File: src/rtl/cbc_pkg.sv
package cbc_pkg;

  localparam int unsigned ROM_BANKS      = 32;
  localparam int unsigned RAM_BANKS      = 4;
  localparam int unsigned ROM_BANK_BYTES = 16384;
  localparam int unsigned RAM_BANK_BYTES = 8192;

  localparam int unsigned ROM_DEPTH  = ROM_BANKS * ROM_BANK_BYTES;
  localparam int unsigned RAM_DEPTH  = RAM_BANKS * RAM_BANK_BYTES;
  localparam int unsigned ROM_ADDR_W = $clog2(ROM_DEPTH);
  localparam int unsigned RAM_ADDR_W = $clog2(RAM_DEPTH);
  localparam int unsigned ROM_OFS_W  = $clog2(ROM_BANK_BYTES);
  localparam int unsigned RAM_OFS_W  = $clog2(RAM_BANK_BYTES);
  localparam int unsigned ROM_BANK_W = ROM_ADDR_W - ROM_OFS_W;
  localparam int unsigned RAM_BANK_W = RAM_ADDR_W - RAM_OFS_W;

  localparam logic [2:0] ROM_LOG2_MAX = 3'd5;
  localparam logic [1:0] RAM_LOG2_MAX = 2'd2;
  localparam logic [7:0] UNMAPPED_BYTE = 8'hFF;
  localparam logic [3:0] RAM_ENABLE_KEY = 4'hA;

  // Upper three address bits select one 8 KiB region of the bus.
  localparam logic [2:0] REG_RAM_EN   = 3'b000;
  localparam logic [2:0] REG_ROM_BANK = 3'b001;
  localparam logic [2:0] REG_RAM_BANK = 3'b010;
  localparam logic [2:0] REG_MODE     = 3'b011;
  localparam logic [2:0] RAM_WINDOW   = 3'b101;

  typedef enum logic [1:0] {
    CMD_READ  = 2'd0,
    CMD_WRITE = 2'd1,
    CMD_LOAD  = 2'd2
  } cmd_e;

  typedef enum logic [1:0] {
    CFG_CART_KIND     = 2'd0,
    CFG_ROM_BANKS_LOG = 2'd1,
    CFG_RAM_PRESENT   = 2'd2,
    CFG_RAM_BANKS_LOG = 2'd3
  } cfg_idx_e;

  typedef enum logic [1:0] {
    SRC_ROM = 2'd0,
    SRC_RAM = 2'd1,
    SRC_FF  = 2'd2
  } src_e;

  typedef struct packed {
    logic       cart_kind;
    logic [2:0] rom_banks_log2;
    logic       ram_present;
    logic [1:0] ram_banks_log2;
  } cfg_t;

  typedef struct packed {
    logic                  rom_re;
    logic                  rom_we;
    logic [ROM_ADDR_W-1:0] rom_addr;
    logic                  ram_re;
    logic                  ram_we;
    logic [RAM_ADDR_W-1:0] ram_addr;
    logic [7:0]            wdata;
    logic                  rd_accept;
    src_e                  src;
  } mem_req_t;

endpackage

File: src/rtl/cbc_mapper.sv
module cbc_mapper (
  input  logic                           clk_i,
  input  logic                           rst_ni,
  input  logic                           accept_i,
  input  logic [1:0]                     command_i,
  input  logic [15:0]                    bus_address_i,
  input  logic [7:0]                     write_byte_i,
  input  logic [cbc_pkg::ROM_ADDR_W-1:0] rom_load_address_i,
  input  cbc_pkg::cfg_t                  cfg_i,
  output cbc_pkg::mem_req_t              req_o
);

  logic [cbc_pkg::ROM_BANK_W-1:0] rom_bank_sel_q, rom_bank_sel_d;
  logic [1:0]                     ram_bank_sel_q, ram_bank_sel_d;
  logic                           adv_mode_q, adv_mode_d;
  logic                           ram_en_q, ram_en_d;

  logic [2:0]                     rom_lg;
  logic [1:0]                     ram_lg;
  logic [cbc_pkg::ROM_BANK_W-1:0] rom_mask, rom_bank_eff, rom_page;
  logic [cbc_pkg::RAM_BANK_W-1:0] ram_mask, ram_page;
  logic [2:0]                     region;
  logic                           is_read, is_write, is_load;
  logic                           rom_hit, ram_win, ram_open;
  logic [cbc_pkg::ROM_ADDR_W-1:0] rom_rd_addr;

  always_comb begin
    region   = bus_address_i[15:13];
    is_read  = accept_i && (command_i == cbc_pkg::CMD_READ);
    is_write = accept_i && (command_i == cbc_pkg::CMD_WRITE);
    is_load  = accept_i && (command_i == cbc_pkg::CMD_LOAD);

    rom_lg   = (cfg_i.rom_banks_log2 > cbc_pkg::ROM_LOG2_MAX) ? cbc_pkg::ROM_LOG2_MAX
                                                              : cfg_i.rom_banks_log2;
    ram_lg   = (cfg_i.ram_banks_log2 > cbc_pkg::RAM_LOG2_MAX) ? cbc_pkg::RAM_LOG2_MAX
                                                              : cfg_i.ram_banks_log2;
    rom_mask = cbc_pkg::ROM_BANK_W'(({{cbc_pkg::ROM_BANK_W{1'b0}}, 1'b1} << rom_lg) - 1'b1);
    ram_mask = cbc_pkg::RAM_BANK_W'(({{cbc_pkg::RAM_BANK_W{1'b0}}, 1'b1} << ram_lg) - 1'b1);
    rom_bank_eff = rom_bank_sel_q & rom_mask;

    // Plain kind maps the whole lower half linearly, so bit 14 is bank bit 0.
    if (cfg_i.cart_kind) begin
      rom_page = bus_address_i[14] ? rom_bank_eff : '0;
    end else begin
      rom_page = cbc_pkg::ROM_BANK_W'(bus_address_i[14]);
    end
    rom_rd_addr = {rom_page, bus_address_i[cbc_pkg::ROM_OFS_W-1:0]};

    ram_page = adv_mode_q ? (ram_bank_sel_q & ram_mask) : '0;
    rom_hit  = !bus_address_i[15];
    ram_win  = (region == cbc_pkg::RAM_WINDOW);
    ram_open = ram_en_q && cfg_i.ram_present;

    req_o.rom_we    = is_load;
    req_o.rom_re    = is_read && rom_hit;
    req_o.rom_addr  = is_load ? rom_load_address_i : rom_rd_addr;
    req_o.ram_addr  = {ram_page, bus_address_i[cbc_pkg::RAM_OFS_W-1:0]};
    req_o.ram_we    = is_write && ram_win && ram_open;
    req_o.ram_re    = is_read && ram_win && ram_open && cfg_i.cart_kind;
    req_o.wdata     = write_byte_i;
    req_o.rd_accept = is_read;
    if (rom_hit) begin
      req_o.src = cbc_pkg::SRC_ROM;
    end else if (ram_win && ram_open && cfg_i.cart_kind) begin
      req_o.src = cbc_pkg::SRC_RAM;
    end else begin
      req_o.src = cbc_pkg::SRC_FF;
    end

    rom_bank_sel_d = rom_bank_sel_q;
    ram_bank_sel_d = ram_bank_sel_q;
    adv_mode_d     = adv_mode_q;
    ram_en_d       = ram_en_q;
    if (is_write) begin
      unique case (region)
        cbc_pkg::REG_RAM_EN: begin
          ram_en_d = (write_byte_i[3:0] == cbc_pkg::RAM_ENABLE_KEY);
        end
        cbc_pkg::REG_ROM_BANK: begin
          if (cfg_i.cart_kind) begin
            rom_bank_sel_d = (write_byte_i[cbc_pkg::ROM_BANK_W-1:0] == '0) ?
                             cbc_pkg::ROM_BANK_W'(1) : write_byte_i[cbc_pkg::ROM_BANK_W-1:0];
          end
        end
        cbc_pkg::REG_RAM_BANK: ram_bank_sel_d = write_byte_i[1:0];
        cbc_pkg::REG_MODE:     adv_mode_d = write_byte_i[0];
        default: ;
      endcase
    end
  end

  always_ff @(posedge clk_i or negedge rst_ni) begin
    if (!rst_ni) begin
      rom_bank_sel_q <= cbc_pkg::ROM_BANK_W'(1);
      ram_bank_sel_q <= '0;
      adv_mode_q     <= 1'b0;
      ram_en_q       <= 1'b0;
    end else begin
      rom_bank_sel_q <= rom_bank_sel_d;
      ram_bank_sel_q <= ram_bank_sel_d;
      adv_mode_q     <= adv_mode_d;
      ram_en_q       <= ram_en_d;
    end
  end

  a_rom_bank_nonzero: assert property (@(posedge clk_i) disable iff (!rst_ni)
    rom_bank_sel_q != '0) else $error("ROM bank register holds zero");

  a_ram_we_needs_enable: assert property (@(posedge clk_i) disable iff (!rst_ni)
    req_o.ram_we |-> ram_en_q && cfg_i.ram_present)
    else $error("RAM written while closed");

  a_no_rom_rw_clash: assert property (@(posedge clk_i) disable iff (!rst_ni)
    !(req_o.rom_we && req_o.rom_re)) else $error("ROM read and load in one cycle");

endmodule

File: config.mk
export PLATFORM = sky130hd
export DESIGN_NAME = cbc_mapper
export DESIGN_NICKNAME = d
export VERILOG_FILES = /design/src/rtl/cbc_pkg.sv /design/src/rtl/cbc_mapper.sv
export SDC_FILE = /design/constraint.sdc
export NUM_CORES = 1
export LEC_CHECK = 0
export BUFFER_PORTS_ARGS = -buffer_cell sky130_fd_sc_hd__clkbuf_2
export CAP_MARGIN = 5
export CORE_UTILIZATION = 38
export CTS_CLUSTER_DIAMETER = 80
export DETAILED_ROUTE_END_ITERATION = 16
export PLACE_DENSITY = 0.86
export SLEW_MARGIN = 20
export SYNTH_ARGS = -nofsm -noshare
export SYNTH_HDL_FRONTEND = slang
export SYNTH_SLANG_ARGS = --single-unit
File: constraint.sdc
create_clock -name clk_i -period 4.6 [get_ports clk_i]
set_input_delay 1.38 -clock clk_i [delete_from_list [all_inputs] [get_ports clk_i]]
set_output_delay 1.38 -clock clk_i [all_outputs]
set_load 0.1 [all_outputs]
==> results.cfg, run 1 <==
[setup_path]
arrival_ps = 2730
crit_required_ps = 3220
setup.worst_path.class = input port to output pin
startpoint_type = input port
crit_fanout = 4
worstSetupEndpointType = output pin

[global_routing]
grt_usage_pct = 19.9
grt_pass1_vias = 1039
grt_pass1_wl_um = 4060
overflow = 0
antenna_found_initial = 0
grt_max_degree = 17

[clocking]
holdBufCountCts = 0
cts_setup_buffers = 0
clockBufferDepth = 2
cts.sinks = 9
root_buffer = clkbuf_4
cts_resized = 0
cts_tree = done
h-tree-depth = 1
clkTransAtPathRegs_ps = 60
worstSkewPairLatency_ps = 260
cts_buffers = 3

[floorplanning]
io_pins = 104
start_util_pct = 40.2
die_h_um = 53.2
row_count = 18
die_x_um = 53.2
core_mm2 = 0.00248
dieArea_mm2 = 0.00283

[sta]
fin_worst_skew_ps = 0
fmax_mhz = 243
fin_crit_ps = 4110
setup_viol = 0
grt_setup_unrepaired = false
tightest_slew_ps = 544
hold_violations = 0
slew_viol_final = 0
whs_ps = 500
slew_headroom_pct = 63.9
fin_crit_sh_pct = 89.4

[yosys]
synth_nets = 192
synth_area_leaders = dfrtp_1, nand2_1, buf_4, mux2_4, mux2_2
yosys.area.top_type = dfrtp_1
yosysMostFrequentCell = nand2_1
synth_ff_type = dfrtp_1
synth_edf_count = 0
ys_async_sr_fraction_pct = 100
ys_top_cells_by_count = nand2_1, buf_4, dfrtp_1
synth_area_um2 = 996
yosys.cell_types.count = 36
avgSynthCellArea_um2 = 7.32
synth-seq-area-share_pct = 22.7
yosysWarnings = 0
synth_top_area_share_pct = 20.1
syn_inst = 136
ys_seq_elements = 9

[placement]
hpwl_um = 2470
postPlaceCellArea_mm2 = 0.00165
gp_congestion = 0.707
dpl.cell_count = 238
port_buffers = 97

[pwr]
leakage_nw = 0.950
total_power_mw = 0.464
vdd_ir_drop_max_mv = 0.221
powerDensity_mw_per_mm2 = 277

[route]
num_vias = 1158
avgViaCountPerCell = 4.79
first_pass_iters = 3
wl_per_cell_um = 11.3
drt_wl_total_um = 2740
drt_iter0_markers = 4
drc = 0
ant_nets = 0

[layout]
area_growth_pct = 68.1
final_cells = 242
nets = 269
final_util_pct = 67.6
num_antenna_cells = 0
design_area_mm2 = 0.00167
drive_gt1_share_pct = 56.1

[job]
drv_cap = 0

[status]
status = completed

[min_path]
hp-class = flip-flop to flip-flop
worst max-delay path, stage by stage:
cell and delay (ps):
clkbuf_2 100, or3_1 390, ha_1 280, nand4b_1 190, o21ai_2 180, buf_12 190
power by group:
group	leakage, nW	internal (mW)	switching [mW]
registers	0.116	0.0924	0.00684
clock network	0.0150	0.0333	0.0262
logic	0.819	0.0910	0.215
registers in the layout, indices dropped and copies added (netlist names):
signal and flops:
adv_mode_q 1, ram_bank_sel_q 2, ram_en_q 1, rom_bank_sel_q 5
cells by family after synthesis:
logic type | share of synthesized area [%]
muxes | 10.6
DFF | 22.7
xor gates and xnor gates | 0.880
AOI/OAI and AO/OA | 6.16
adders and majority gates | 1.26
buffers and inverters | 21.9
and+or+nand+nor | 36.6
cell usage in the layout, fill, tap and decap left out, types with 2 or more instances in the layout:
| cell | n |
|---|---|
| nor2_1 | 5 |
| inv_1 | 4 |
| buf_12 | 20 |
| nand2_1 | 50 |
| mux2_4 | 4 |
| buf_4 | 3 |
| nand3b_1 | 2 |
| nand3_1 | 2 |
| and2_2 | 2 |
| mux2_2 | 4 |
| dfrtp_1 | 8 |
| o21ai_1 | 3 |
| nand4_1 | 2 |
| clkbuf_4 | 3 |
| clkbuf_2 | 77 |
stage by stage:
| stage | worst slack [ps] | TNS [ps] |
|---|---|---|
| floorplan | -227 | -227 |
| global placement | 508 | 0 |
| CTS | 471 | 0 |
| global route | 415 | 0 |
| detailed placement | 479 | 0 |
| finish | 490 | 0 |
metal layers:
| metal | wire length, um | GRT usage, % | part of all wire [%] | vias to the layer above |
|---|---|---|---|---|
| met5 | 0 | 0 | 0 | - |
| met4 | 31 | 9.65 | 1.1 | 0 |
| met3 | 252 | 4.31 | 9.2 | 4 |
| met2 | 1510 | 42.8 | 55 | 62 |
| met1 | 940 | 15.9 | 34 | 508 |
| li1 | - | - | - | 584 |
worst paths after layout:
check	end	cells after the start	from	slack [ps]
max in group asynchronous	rom_bank_sel_q[0]	1	rst_ni	3380
setup reg to reg	rom_bank_sel_q[1]	1	rom_bank_sel_q[1]	3830
setup / recovery	req_o[43]	6	cfg_i[5]	490
hold / removal	ram_en_q	1	ram_en_q	500
hold reg to reg	ram_en_q	1	ram_en_q	500
min in group asynchronous	ram_bank_sel_q[0]	1	rst_ni	970
cell type report:
type / instances / area, um2
clock buffers: 4 / 26.3
multi-input cells: 95 / 561
well taps: 30 / 37.5
flip-flops and latches: 9 / 226
repair buffers: 100 / 808
inverters: 4 / 15.0
fillers: 218 / 803
No activity file was read; power rests on OpenSTA's default activity.
==> run 2: changes to the inputs <==
- RECOVER_POWER: not set -> 25
- TNS_END_PERCENT: not set -> 100
==> run 2 against run 1 <==
- non-clock buffer count stayed put
- routed wire length is 0.40% higher
- sequential share of layout area is 0.13 points higher
- total power is 0.27% lower
- register-to-register slack hardly changed
- core utilization is 0.66 points lower
- largest cell class unchanged
==> results.cfg, run 2 (synthesis results as in run 1) <==
[status]
status = completed

[floorplanning]
io_pins = 104
die_h_um = 53.2
core_mm2 = 0.00248
start_util_pct = 40.2
row_count = 18
dieArea_mm2 = 0.00283
die_x_um = 53.2

[clocking]
cts_resized = 0
cts_tree = done
clockBufferDepth = 2
clkTransAtPathRegs_ps = 60
cts.sinks = 9
cts_buffers = 3
cts_setup_buffers = 0
root_buffer = clkbuf_4
h-tree-depth = 1
worstSkewPairLatency_ps = 260
holdBufCountCts = 0

[min_path]
hp-start = ram_en_q
hp-class = flip-flop to flip-flop

[route]
drt_iter0_markers = 1
ant_nets = 0
avgViaCountPerCell = 4.76
first_pass_iters = 4
wl_per_cell_um = 11.4
num_vias = 1151
drt_wl_total_um = 2750
drc = 0

[global_routing]
overflow = 0
grt_pass1_wl_um = 4060
antenna_found_initial = 0
use_met2_pct = 42.8
use_met1_pct = 15.9
met3_usage_pct = 4.31
grt_usage_pct = 19.9
grt-busiest-layer = met2
grt_max_degree = 17
grt_pass1_vias = 1039

[setup_path]
crit_required_ps = 3220
setup.worst_path.class = input port to output pin
rrSetupSlack_ps = 3820
crit_path_start = cfg_i[5]
worstSetupEndpointType = output pin
cp_top_family = simple AND/OR/NAND/NOR gates
startpoint_type = input port
arrival_ps = 2740
crit_fanout = 4
worst-path-buf-inv = 2
rr_startpoint = rom_bank_sel_q[3]
crit_chain = clkbuf_2, or3_1, ha_1, nand4b_1, o21ai_2, buf_12
rr_endpoint = rom_bank_sel_q[3]
reg2reg_depth = 1
crit_path_top_delay_cell = or3_1
cp-endpoint = req_o[43]
path_depth = 6
cp_slowest_stage_delay_ps = 390

[sta]
setup_viol = 0
fin_crit_ps = 4120
fin_crit_sh_pct = 89.5
slew_headroom_pct = 63.9
grt_setup_unrepaired = false
whs_ps = 502
slew_viol_final = 0
hold_violations = 0
fmax_mhz = 243
fin_worst_skew_ps = 0
tightest_slew_ps = 544

[layout]
nets = 269
largest_register_ffs = 5
multi_input_area_um2 = 548
regMostFlops = rom_bank_sel_q
final_common_cell = clkbuf_2
area_growth_pct = 66.5
seq_area_um2 = 226
reg_top3 = rom_bank_sel_q (5), ram_bank_sel_q (2)
final_cell_mix = clkbuf_2, nand2_1, buf_12
nFillCells = 221
drive_gt1_share_pct = 53.3
num_antenna_cells = 0

[pwr]
powerDensity_mw_per_mm2 = 279
vdd_ir_drop_max_mv = 0.219
leakage_nw = 0.945
total_power_mw = 0.463

[placement]
port_buffers = 97
hpwl_um = 2470
gp_congestion = 0.707

[job]
drv_cap = 0
run 2: changes by cell type in the layout (fill, tap and decap cells not counted):
cell,previous run,this run
clkbuf_2,77,74
and3_4,1,0
and4bb_4,1,0
and4bb_1,0,1
mux2_4,4,3
mux2_1,0,1
and3_1,1,2
clkbuf_1,1,4
run 2: layout make-up:
class / instances / share of cell area [%]
Timing Repair Buffer: 100 / 48.5
Multi-Input combinational cell: 95 / 33.1
Sequential cell: 9 / 13.7
Tap cell: 30 / 2.26
Clock buffer: 4 / 1.58
Inverter: 4 / 0.906
run 2: power by group:
part | leakage, nW | internal (mW) | switching [mW]
clock | 0.0150 | 0.0334 | 0.0265
combinational | 0.814 | 0.0895 | 0.215
sequential | 0.116 | 0.0924 | 0.00696
run 2: per-stage QoR:
stage	instances	utilization (%)	cell area, um2	setup WS [ps]	TNS, ps
global placement	238	66.5	1650	508	0
detailed placement	238	66.5	1650	479	0
CTS	242	67.6	1670	471	0
finish	242	66.9	1660	483	0
global route	242	66.9	1660	409	0
floorplan	136	-	1000	-227	-227
run 2: worst min-delay path by stage:
| stage | end | slack, ps | depth (start not counted) |
|---|---|---|---|
| floorplan | ram_en_q | 470 | 1 |
| global placement | ram_en_q | 480 | 1 |
| detailed placement | ram_en_q | 490 | 1 |
| CTS | ram_en_q | 500 | 1 |
| global route | rom_bank_sel_q[3] | 530 | 1 |
| finish | ram_en_q | 500 | 1 |
run 2: layer usage:
| layer | vias to the layer above | wire length, um |
|---|---|---|
| met4 | 0 | 31 |
| met5 | - | 0 |
| met3 | 4 | 252 |
| met1 | 503 | 958 |
| met2 | 62 | 1510 |
| li1 | 582 | - |
